`src/hw/rtl/assert_macros.svh`:
```
// assertion macros for the rtl of the message window
// expects clk and rst in the scope of each use
`ifndef ASSERT_MACROS_SVH
`define ASSERT_MACROS_SVH

// property checked on every rising edge outside reset
`define RMW_ASSERT(lbl, prop, msg) \
  lbl: assert property (@(posedge clk) disable iff (rst) (prop)) else $error(msg);

// implication checked on every rising edge outside reset
`define RMW_ASSERT_IMP(lbl, pre, post, msg) \
  lbl: assert property (@(posedge clk) disable iff (rst) (pre) |-> (post)) else $error(msg);

`endif

```
`src/hw/rtl/rmw_pkg.sv`:
```
// types, codes and helpers of the reliable message window
// no dependencies
package rmw_pkg;

  localparam int MAX_RESULTS = 16;
  localparam logic [15:0] RESEND_RESET = 16'd300;

  typedef enum logic [1:0] {
    ACT_ADD  = 2'd0,
    ACT_RECV = 2'd1,
    ACT_TICK = 2'd2
  } action_t;

  typedef enum logic [1:0] {
    OP_ADD  = 2'd0,
    OP_RECV = 2'd1,
    OP_TICK = 2'd2,
    OP_NONE = 2'd3
  } op_t;

  typedef enum logic [2:0] {
    KIND_DELIVER  = 3'd0,
    KIND_TRANSMIT = 3'd1,
    KIND_ACCEPT   = 3'd2,
    KIND_REFUSE   = 3'd3,
    KIND_NOTHING  = 3'd4
  } kind_t;

  typedef struct packed {
    op_t         op;
    logic [31:0] seq;
    logic [31:0] ack;
    logic [15:0] tag;
    logic [31:0] now;
  } item_t;

  typedef struct packed {
    kind_t       kind;
    logic [31:0] seq;
    logic [31:0] ack;
    logic [15:0] tag;
    logic        last;
  } result_t;

  function automatic logic serial_ahead(input logic [31:0] a, input logic [31:0] b);
    logic [31:0] d;
    d = a - b;
    return (d != 32'd0) && !d[31];
  endfunction

endpackage

```
`src/hw/rtl/rmw_front.sv`:
```
// front part: decodes input beats and holds them in a two-entry queue
// depends on rmw_pkg
module rmw_front (
  input  logic           clk,
  input  logic           rst,
  input  logic           push,
  output logic           full,
  input  logic [1:0]     action,
  input  logic [31:0]    pkt_seq,
  input  logic [31:0]    pkt_ack,
  input  logic [15:0]    payload_tag,
  input  logic [31:0]    now_ms,
  output logic           item_valid,
  output rmw_pkg::item_t item,
  input  logic           item_pop
);
  import rmw_pkg::*;

  item_t      q [2];
  logic       wp, rp;
  logic [1:0] cnt;
  item_t      dec;
  logic       wr, rd;

  always_comb begin
    dec.seq = pkt_seq;
    dec.ack = pkt_ack;
    dec.tag = payload_tag;
    dec.now = now_ms;
    unique case (action)
      ACT_ADD:  dec.op = OP_ADD;
      ACT_RECV: dec.op = OP_RECV;
      ACT_TICK: dec.op = OP_TICK;
      default:  dec.op = OP_NONE;
    endcase
  end

  assign full       = (cnt == 2'd2);
  assign item_valid = (cnt != 2'd0);
  assign item       = q[rp];
  assign wr         = push && !full;
  assign rd         = item_pop && item_valid;

  always_ff @(posedge clk) begin
    if (wr) begin
      q[wp] <= dec;
    end
  end

  always_ff @(posedge clk) begin
    if (rst) begin
      wp  <= 1'b0;
      rp  <= 1'b0;
      cnt <= 2'd0;
    end else begin
      if (wr) wp <= !wp;
      if (rd) rp <= !rp;
      cnt <= cnt + {1'b0, wr} - {1'b0, rd};
    end
  end

endmodule

```
`src/hw/rtl/rmw_outq.sv`:
```
// result queue: two entries between the engine and the result port
// depends on rmw_pkg
module rmw_outq (
  input  logic             clk,
  input  logic             rst,
  input  logic             res_push,
  input  rmw_pkg::result_t res,
  output logic             res_full,
  output logic             empty,
  input  logic             pop,
  output rmw_pkg::result_t head
);
  import rmw_pkg::*;

  result_t    q [2];
  logic       wp, rp;
  logic [1:0] cnt;
  logic       wr, rd;

  assign res_full = (cnt == 2'd2);
  assign empty    = (cnt == 2'd0);
  assign head     = q[rp];
  assign wr       = res_push && !res_full;
  assign rd       = pop && !empty;

  always_ff @(posedge clk) begin
    if (wr) begin
      q[wp] <= res;
    end
  end

  always_ff @(posedge clk) begin
    if (rst) begin
      wp  <= 1'b0;
      rp  <= 1'b0;
      cnt <= 2'd0;
    end else begin
      if (wr) wp <= !wp;
      if (rd) rp <= !rp;
      cnt <= cnt + {1'b0, wr} - {1'b0, rd};
    end
  end

endmodule

```
`src/hw/rtl/rmw_engine.sv`:
```
// back part: send window, reorder window, drain and resend sequencer
// depends on rmw_pkg and assert_macros.svh
module rmw_engine #(
  parameter int SEND_DEPTH  = 16,
  parameter int RECV_WINDOW = 16
) (
  input  logic             clk,
  input  logic             rst,
  input  logic             cfg_write,
  input  logic [15:0]      cfg_data,
  input  logic             item_valid,
  input  rmw_pkg::item_t   item,
  output logic             item_pop,
  output logic             res_push,
  output rmw_pkg::result_t res,
  input  logic             res_full
);
  import rmw_pkg::*;
  `include "assert_macros.svh"

  localparam int SW  = $clog2(SEND_DEPTH);
  localparam int RW  = $clog2(RECV_WINDOW);
  localparam int CAP = (SEND_DEPTH < MAX_RESULTS) ? SEND_DEPTH : MAX_RESULTS;
  localparam logic [SW:0]   SDEP = (SW + 1)'(SEND_DEPTH);
  localparam logic [RW:0]   RDEP = (RW + 1)'(RECV_WINDOW);
  localparam logic [SW-1:0] SLAST = SW'(SEND_DEPTH - 1);
  localparam logic [RW-1:0] RLAST = RW'(RECV_WINDOW - 1);

  typedef enum logic [9:0] {
    ST_IDLE        = 10'b0000000001,
    ST_ADD         = 10'b0000000010,
    ST_RECV        = 10'b0000000100,
    ST_DRAIN_RD    = 10'b0000001000,
    ST_DRAIN_EMIT  = 10'b0000010000,
    ST_TICK_PURGE  = 10'b0000100000,
    ST_TICK_CHECK  = 10'b0001000000,
    ST_RESEND_RD   = 10'b0010000000,
    ST_RESEND_EMIT = 10'b0100000000,
    ST_NOTHING     = 10'b1000000000
  } state_t;

  state_t      state;
  item_t       cur;
  logic [15:0] interval;
  logic [31:0] next_send_seq, acked_upto, next_expected, last_send_time, oldest_unacked;
  logic [SW-1:0] wptr, optr, rptr;
  logic [RW-1:0] eptr;
  logic [RECV_WINDOW-1:0] held_valid;
  logic [4:0]  n, idx, cnt;

  logic [15:0] send_mem [SEND_DEPTH];
  logic [15:0] tag_mem  [RECV_WINDOW];
  logic [31:0] ack_mem  [RECV_WINDOW];
  logic [15:0] rd_stag, rd_htag;
  logic [31:0] rd_hack;

  logic [31:0] count, diff, step, off, elapsed;
  logic        win_full, fire, drain_more, store;
  logic [RW:0] slot_sum;
  logic [RW-1:0] slot, eptr_inc;
  logic [SW:0] psum;
  logic [SW-1:0] rptr_inc, wptr_inc;

  assign count    = next_send_seq - oldest_unacked;
  assign diff     = acked_upto - oldest_unacked;
  assign step     = (diff > count) ? count : diff;
  assign win_full = (count >= 32'(CAP));
  assign off      = cur.seq - next_expected;
  assign slot_sum = {1'b0, eptr} + off[RW:0];
  assign slot     = (slot_sum >= RDEP) ? RW'(slot_sum - RDEP) : slot_sum[RW-1:0];
  assign store    = (off < 32'(RECV_WINDOW)) && !held_valid[slot];
  assign eptr_inc = (eptr == RLAST) ? '0 : eptr + 1'b1;
  assign rptr_inc = (rptr == SLAST) ? '0 : rptr + 1'b1;
  assign wptr_inc = (wptr == SLAST) ? '0 : wptr + 1'b1;
  assign psum     = {1'b0, optr} + step[SW:0];
  assign elapsed  = cur.now - last_send_time;
  assign drain_more = (n != 5'd15) && held_valid[eptr_inc];
  assign item_pop = (state == ST_IDLE) && item_valid;
  assign fire     = res_push && !res_full;

  always_comb begin
    res_push = 1'b0;
    res      = '0;
    res.kind = KIND_NOTHING;
    unique case (state)
      ST_ADD: begin
        res_push = 1'b1;
        res.tag  = cur.tag;
        res.last = 1'b1;
        if (win_full) begin
          res.kind = KIND_REFUSE;
        end else begin
          res.kind = KIND_ACCEPT;
          res.seq  = next_send_seq;
        end
      end
      ST_DRAIN_EMIT: begin
        res_push = 1'b1;
        res.kind = KIND_DELIVER;
        res.seq  = next_expected;
        res.tag  = rd_htag;
        res.last = !drain_more;
      end
      ST_RESEND_EMIT: begin
        res_push = 1'b1;
        res.kind = KIND_TRANSMIT;
        res.seq  = oldest_unacked + {27'd0, idx};
        res.ack  = next_expected;
        res.tag  = rd_stag;
        res.last = (idx + 5'd1 == cnt);
      end
      ST_NOTHING: begin
        res_push = 1'b1;
        res.last = 1'b1;
      end
      default: res_push = 1'b0;
    endcase
  end

  // storage, no reset
  always_ff @(posedge clk) begin
    if (state == ST_ADD && !win_full && fire) begin
      send_mem[wptr] <= cur.tag;
    end
    if (state == ST_RECV && store) begin
      tag_mem[slot] <= cur.tag;
      ack_mem[slot] <= cur.ack;
    end
    if (state == ST_RESEND_RD) begin
      rd_stag <= send_mem[rptr];
    end
    if (state == ST_DRAIN_RD) begin
      rd_htag <= tag_mem[eptr];
      rd_hack <= ack_mem[eptr];
    end
    if (item_pop) begin
      cur <= item;
    end
  end

  always_ff @(posedge clk) begin
    if (rst) begin
      state          <= ST_IDLE;
      interval       <= RESEND_RESET;
      next_send_seq  <= '0;
      acked_upto     <= '0;
      next_expected  <= '0;
      last_send_time <= '0;
      oldest_unacked <= '0;
      wptr           <= '0;
      optr           <= '0;
      rptr           <= '0;
      eptr           <= '0;
      held_valid     <= '0;
      n              <= '0;
      idx            <= '0;
      cnt            <= '0;
    end else begin
      if (cfg_write) interval <= cfg_data;
      unique case (state)
        ST_IDLE: begin
          if (item_valid) begin
            unique case (item.op)
              OP_ADD:  state <= ST_ADD;
              OP_RECV: state <= ST_RECV;
              OP_TICK: state <= ST_TICK_PURGE;
              default: state <= ST_NOTHING;
            endcase
          end
        end
        ST_ADD: begin
          if (fire) begin
            if (!win_full) begin
              next_send_seq <= next_send_seq + 32'd1;
              wptr          <= wptr_inc;
            end
            state <= ST_IDLE;
          end
        end
        ST_RECV: begin
          if (store) held_valid[slot] <= 1'b1;
          n     <= '0;
          state <= ST_DRAIN_RD;
        end
        ST_DRAIN_RD: begin
          state <= held_valid[eptr] ? ST_DRAIN_EMIT : ST_NOTHING;
        end
        ST_DRAIN_EMIT: begin
          if (fire) begin
            if (serial_ahead(rd_hack, acked_upto)) acked_upto <= rd_hack;
            held_valid[eptr] <= 1'b0;
            next_expected    <= next_expected + 32'd1;
            eptr             <= eptr_inc;
            n                <= n + 5'd1;
            state            <= drain_more ? ST_DRAIN_RD : ST_IDLE;
          end
        end
        ST_TICK_PURGE: begin
          if (diff != 32'd0 && !diff[31]) begin
            oldest_unacked <= oldest_unacked + step;
            optr <= (psum >= SDEP) ? SW'(psum - SDEP) : psum[SW-1:0];
          end
          state <= ST_TICK_CHECK;
        end
        ST_TICK_CHECK: begin
          if (elapsed > {16'd0, interval}) begin
            last_send_time <= cur.now;
            cnt            <= count[4:0];
            idx            <= '0;
            rptr           <= optr;
            state          <= (count == 32'd0) ? ST_NOTHING : ST_RESEND_RD;
          end else begin
            state <= ST_NOTHING;
          end
        end
        ST_RESEND_RD: begin
          state <= ST_RESEND_EMIT;
        end
        ST_RESEND_EMIT: begin
          if (fire) begin
            idx   <= idx + 5'd1;
            rptr  <= rptr_inc;
            state <= res.last ? ST_IDLE : ST_RESEND_RD;
          end
        end
        ST_NOTHING: begin
          if (fire) state <= ST_IDLE;
        end
        default: state <= ST_IDLE;
      endcase
    end
  end

  `RMW_ASSERT(a_send_window, (next_send_seq - oldest_unacked) <= 32'(CAP), "send window overrun")
  `RMW_ASSERT_IMP(a_deliver_held, state == ST_DRAIN_EMIT, held_valid[eptr], "deliver of empty slot")
  `RMW_ASSERT_IMP(a_pop_idle, item_pop, state == ST_IDLE, "item taken while busy")

endmodule

```
`src/hw/rtl/reliable_message_window.sv`:
```
// top level of the reliable message window
// depends on rmw_pkg, rmw_front, rmw_engine and rmw_outq
//
// input channel: an item (action, pkt_seq, pkt_ack, payload_tag, now_ms) is
// taken on a rising edge with push high and full low; a two-beat queue holds
// items while the engine is busy.
// result channel: the oldest result sits on kind/out_seq/out_ack/out_tag/last
// while empty is low and leaves on a rising edge with pop high. last marks
// the final result of an item.
// cfg_write loads resend_interval from cfg_data; the user must write it only
// while idle, which the block itself does not enforce. an add or an unknown
// action gives one result; a packet gives one result per delivered entry, or
// a single nothing result if none is delivered; a tick gives one result per
// resent entry, up to 16 of them, or a single nothing result. the
// engine handles one item at a time and each delivered or resent entry
// passes through a memory read state and then an emit state.
// reset clears all counters, the reorder valid bits and both queues, and sets
// resend_interval to 300. a stalled receiver fills the result queue, then
// holds the engine, then fills the input queue and raises full.
module reliable_message_window #(
  parameter int SEND_DEPTH  = 16,
  parameter int RECV_WINDOW = 16
) (
  input  logic        clk,
  input  logic        rst,
  input  logic        push,
  output logic        full,
  input  logic [1:0]  action,
  input  logic [31:0] pkt_seq,
  input  logic [31:0] pkt_ack,
  input  logic [15:0] payload_tag,
  input  logic [31:0] now_ms,
  input  logic        cfg_write,
  input  logic [15:0] cfg_data,
  output logic        empty,
  input  logic        pop,
  output logic [2:0]  kind,
  output logic [31:0] out_seq,
  output logic [31:0] out_ack,
  output logic [15:0] out_tag,
  output logic        last
);
  import rmw_pkg::*;

  item_t   item;
  logic    item_valid, item_pop;
  result_t res, head;
  logic    res_push, res_full;

  rmw_front u_front (
    .clk, .rst, .push, .full, .action, .pkt_seq, .pkt_ack, .payload_tag, .now_ms,
    .item_valid, .item, .item_pop
  );

  rmw_engine #(.SEND_DEPTH(SEND_DEPTH), .RECV_WINDOW(RECV_WINDOW)) u_engine (
    .clk, .rst, .cfg_write, .cfg_data, .item_valid, .item, .item_pop,
    .res_push, .res, .res_full
  );

  rmw_outq u_outq (
    .clk, .rst, .res_push, .res, .res_full, .empty, .pop, .head
  );

  assign kind    = head.kind;
  assign out_seq = head.seq;
  assign out_ack = head.ack;
  assign out_tag = head.tag;
  assign last    = head.last;

endmodule
```
`config.mk`:
```
export PLATFORM = sky130hd
export DESIGN_NAME = reliable_message_window
export DESIGN_NICKNAME = d
export VERILOG_FILES = /design/src/hw/rtl/rmw_pkg.sv /design/src/hw/rtl/rmw_front.sv /design/src/hw/rtl/rmw_outq.sv /design/src/hw/rtl/rmw_engine.sv /design/src/hw/rtl/reliable_message_window.sv
export VERILOG_INCLUDE_DIRS = /design/src /design/src/hw/rtl
export SDC_FILE = /design/constraint.sdc
export NUM_CORES = 2
export LEC_CHECK = 0
export ABC_AREA = 1
export ABC_CLOCK_PERIOD_IN_PS = 9700
export BUFFER_PORTS_ARGS = -buffer_cell sky130_fd_sc_hd__buf_2
export CAP_MARGIN = 20
export CORE_ASPECT_RATIO = 1.4
export CORE_UTILIZATION = 61
export CTS_CLUSTER_SIZE = 40
export DETAILED_ROUTE_END_ITERATION = 12
export PLACE_DENSITY_LB_ADDON = 0.3
export SLEW_MARGIN = 20
export SYNTH_ARGS = -nofsm -noshare
export SYNTH_HDL_FRONTEND = slang
export SYNTH_HIERARCHICAL = 1
export SYNTH_SLANG_ARGS = --single-unit
```
`constraint.sdc`:
```
create_clock -name clk -period 9.7 [get_ports clk]
set_input_delay 0.485 -clock clk [delete_from_list [all_inputs] [get_ports clk]]
set_output_delay 0.485 -clock clk [all_outputs]
set_load 0.02 [all_outputs]
```
==> metrics.md <==
| Metric | Value |
|---|---|
| Synth area leaders | edfxtp_1, nand2_1, dfxtp_1 |
| CTS buffer count | 166 |
| Final hold slack | 56.4 ps |
| HP Class | primary input to flop |
| Setup repair after global routing missed its margin | no |
| Gpl congestion | 0.974 |
| Die span in x | between 300 and 400 µm |
| Root Buffer | clkbuf_16 |
| CP top delay family | simple AND/OR/NAND/NOR gates |
| Status | finished clean |
| Post-synthesis simple-gate area fraction | 0.170 |
| Port buffer count | 220 |
| Setup crit start kind | flop |
| Slowest-stage cell, CP | a21boi_0 |
| Fmax | 128 MHz |
| Share of cells above drive strength 1 | 0.0940 |
| Yosys warnings | 6 |
| Largest family of logic cells by synthesized area | simple AND/OR/NAND/NOR gates |
| Top-area cell type share of the netlist area | 0.544 |
| Mapped Area | a little under 90000 µm² |
| Leak | approximately 37 nW |
| Detailed Routing Iterations Pass 1 | 6 |
| Post-DP HPWL | about 170000 µm |
| Final hold vios | 0 |
| Slew margin rel. | 0.179 |
| Antenna Nets Post-Route | 0 |
| Area delta synth->final | 11.2% |
| Vias after detailed routing | about 67000 |
| Most common cell after layout, fill and taps aside | nand2_1 |
| Synth Instances | ~8700 |
| #FFs+latches synth | 1839 |
| Clock latency on the worst-skew pair | ~840 ps |
| Hold Path Stages | 4 |
| # H-tree levels | 4 |
| Max-slew violations | 0 |
| Worst hold start | pop |
| Post-CTS sizing | 0 |
| Cell taking the most area after synthesis | edfxtp_1 |
| Post-synthesis compound-gate area fraction | 0.0949 |
| Critical path required time | about 10000 ps |
| Async set-reset flop share out of synthesis | 0 |
| Die ar. | between 100000 and 150000 µm² |
| Critical Path End Type | flop |
| Adder-cell area share of the yosys netlist | 0.0396 |
| Starting Density | 0.616 |
| Max_cap viols | 0 |
| VDD IR max | 0.470 mV |
| Die Y | between 400 and 500 µm |
| PwrDens | between 200 and 300 nW/µm² |
| Setup violators final | 0 |
| Worst path bufs/invs | 3 |
| Final Critical Period | 7780 ps |
| Mux cell area share after synthesis | 0.0332 |
| Most frequent cells in the layout | nand2_1, edfxtp_1, nor2_1, inv_1, o21ai_0 |
| Hold Crit Endpoint | u_outq/rp |
| CP max FO | 57 |
| Post-route DRC violation count | 0 |
| Routed WL | roughly 260000 µm |
| WL/cell | between 20 and 25 µm |
| Syn nets | slightly above 9000 |
| Mean cell area of the mapped netlist | just over 10 µm² |
| Placed Cells | around 11000 |
| Peak per-stage delay on the critical path | between 600 and 700 ps |
| Area occupied by multi-input gates | 31000 µm² |
| Fill cells | 10600 |
| Reg2reg end | u_engine/oldest_unacked[17] |
| CTS tree | done |
| Post-synth EDFFs | between 1500 and 2000 |
| Fin nets | ~9400 |
| Reg2Reg Depth | 28 |
| Core Footprint | ~140000 µm² |
| Via-to-Cell Ratio | approximately 6 |
| Largest net degree at the start of global routing | 228 |
| CTS max path bufs | 3 |
| Xor/xnor cell area share of the yosys netlist | 0.0122 |
| Sequential cell area | ~53000 µm² |
| Netlist cell types | 59 |
| Worst-Margin Slew | between 1000 and 1500 ps |
| Total grt overflow | 0 |
| CTS Sinks | 1839 |
| FF-to-FF Start | u_engine/oldest_unacked[21] |
| Worst-path clk slew | roughly 70 ps |
| Final std cells w/o fill | 11100 |
| Setup CP Type | flop to flop |
| Arr. time, crit path | around 8500 ps |
| Initial antenna violation count | 6 |
| Number of DRC markers in iteration 0 | around 7200 |
| Top_reg_cell synth | edfxtp_1 |
| Final instance area | between 90000 and 100000 µm² |
| Dpl cell area | about 91000 µm² |
| Layout Skew | just under 50 ps |
| GRT Overall Usage | 0.345 |
| Cell repeated most along the worst path | nand2_1 |
| First-pass GRT wire length | roughly 380000 µm |
| Site Rows | about 160 |
| Sequential area share after synthesis | 0.599 |
| Pre-CTS WS | 1990 ps |
| Vias in the first global route | approximately 64000 |
| Final setup TNS | 0 ps |
| Period utilization | 0.802 |
| Num ports | between 200 and 250 |
| Internal reg-to-reg setup slack | approximately 1900 ps |
| Final worst setup slack | approximately 1900 ps |
cell families (layout without fill, tap and decap cells):
family                     Yosys count  in the layout
DFF                               1839           1839
buffers and inverters             1152           1575
xor gates and xnor gates           123            123
other                                0              3
AOI/OAI and AO/OA                 1507           1507
muxes                              222            222
and+or+nand+nor                   3619           3619
adders and majority gates          273            273
final cells by class:
class / count / share of cell area
sequential: 1839 / 0.539
multi-input combinational: 5744 / 0.316
timing repair buffer: 440 / 0.0323
clock inverter: 95 / 0.0108
clock buffer: 210 / 0.0452
antenna: 3 / 0.0000766
tap: 1909 / 0.0244
inverter: 830 / 0.0320
repair_timing:
item,in CTS,in global routing
hold endpoints to repair,245,0
setup buffers,0,0
hold buffers,138,0
sequential cells by signal, indices dropped and copies added, names as in the netlist, 5 cells and up, named ones only:
| signal | count |
|---|---|
| u_engine/state | 10 |
| u_engine/rd_htag | 16 |
| u_engine/acked_upto | 32 |
| u_engine/send_mem | 256 |
| u_engine/n | 5 |
| u_engine/tag_mem | 256 |
| u_engine/cnt | 5 |
| u_engine/ack_mem | 512 |
| u_engine/cur | 112 |
| u_outq/q | 168 |
| u_engine/rd_stag | 16 |
| u_engine/rd_hack | 32 |
| u_engine/next_expected | 32 |
| u_front/q | 228 |
| u_engine/interval | 16 |
| u_engine/last_send_time | 32 |
| u_engine/held_valid | 16 |
| u_engine/idx | 5 |
| u_engine/next_send_seq | 32 |
| u_engine/oldest_unacked | 32 |
cells in the mapped netlist, drive strengths merged (3+ instances only):
cell type / n
nand3: 376
o211ai: 26
o31ai: 3
mux2i: 24
nand3b: 30
a21o: 10
nor2: 1175
buf: 57
a31oi: 11
nand2: 1759
or2: 6
a21oi: 424
o21bai: 16
clkbuf: 265
fa: 9
o221ai: 44
mux2: 198
and2: 9
o21ai: 714
dfxtp: 243
nor4: 30
edfxtp: 1596
o21a: 9
inv: 821
o22ai: 195
a21boi: 7
nand4: 130
nor3: 101
xnor2: 40
clkinv: 9
ha: 264
o32ai: 40
xor2: 83
stage by stage:
step                       util  power [mW]
after floorplan               -        15.7
after global placement    0.636        18.0
after detailed placement  0.636        18.1
after CTS                 0.684        24.7
after global routing      0.685        25.9
final                     0.685        24.7
report_power, final:
part           internal, mW  switching, mW  total [mW]
combinational          2.41           5.22        7.63
clock                  3.65           2.98        6.63
sequential             9.80          0.686        10.5
layer usage:
metal / up-vias / global-route usage / routed length (µm)
met3: 667 / 0.0504 / 20700
met5: - / 0 / 36
met4: 6 / 0.181 / 13900
met2: 3286 / 0.596 / 128000
met1: 31800 / 0.417 / 92800
li1: 30800 / - / -
worst reg2reg max path, delay by kind of cell, from the launching register on:
family	cells	cell delay, ps
simple gates	13	3090
compound gates	8	2100
fa+ha+maj	3	1170
buf+inv	3	780
flops	1	420
xor+xnor	1	130
worst max path at each step:
stage / from / endpoint / slack [ps] / depth (start not counted)
final: u_engine/oldest_unacked[21] / u_engine/oldest_unacked[17] / 1920 / 28
after global routing: u_engine/oldest_unacked[5] / u_engine/oldest_unacked[24] / 1350 / 35
after CTS: u_engine/oldest_unacked[21] / u_engine/oldest_unacked[24] / 1950 / 32
after detailed placement: u_engine/oldest_unacked[21] / u_engine/oldest_unacked[24] / 1990 / 32
after global placement: u_engine/oldest_unacked[21] / u_engine/oldest_unacked[24] / 2000 / 32
after floorplan: u_engine/state[6] / u_front/cnt[1] / 2700 / 17
Power figures use the tool's default switching activity.
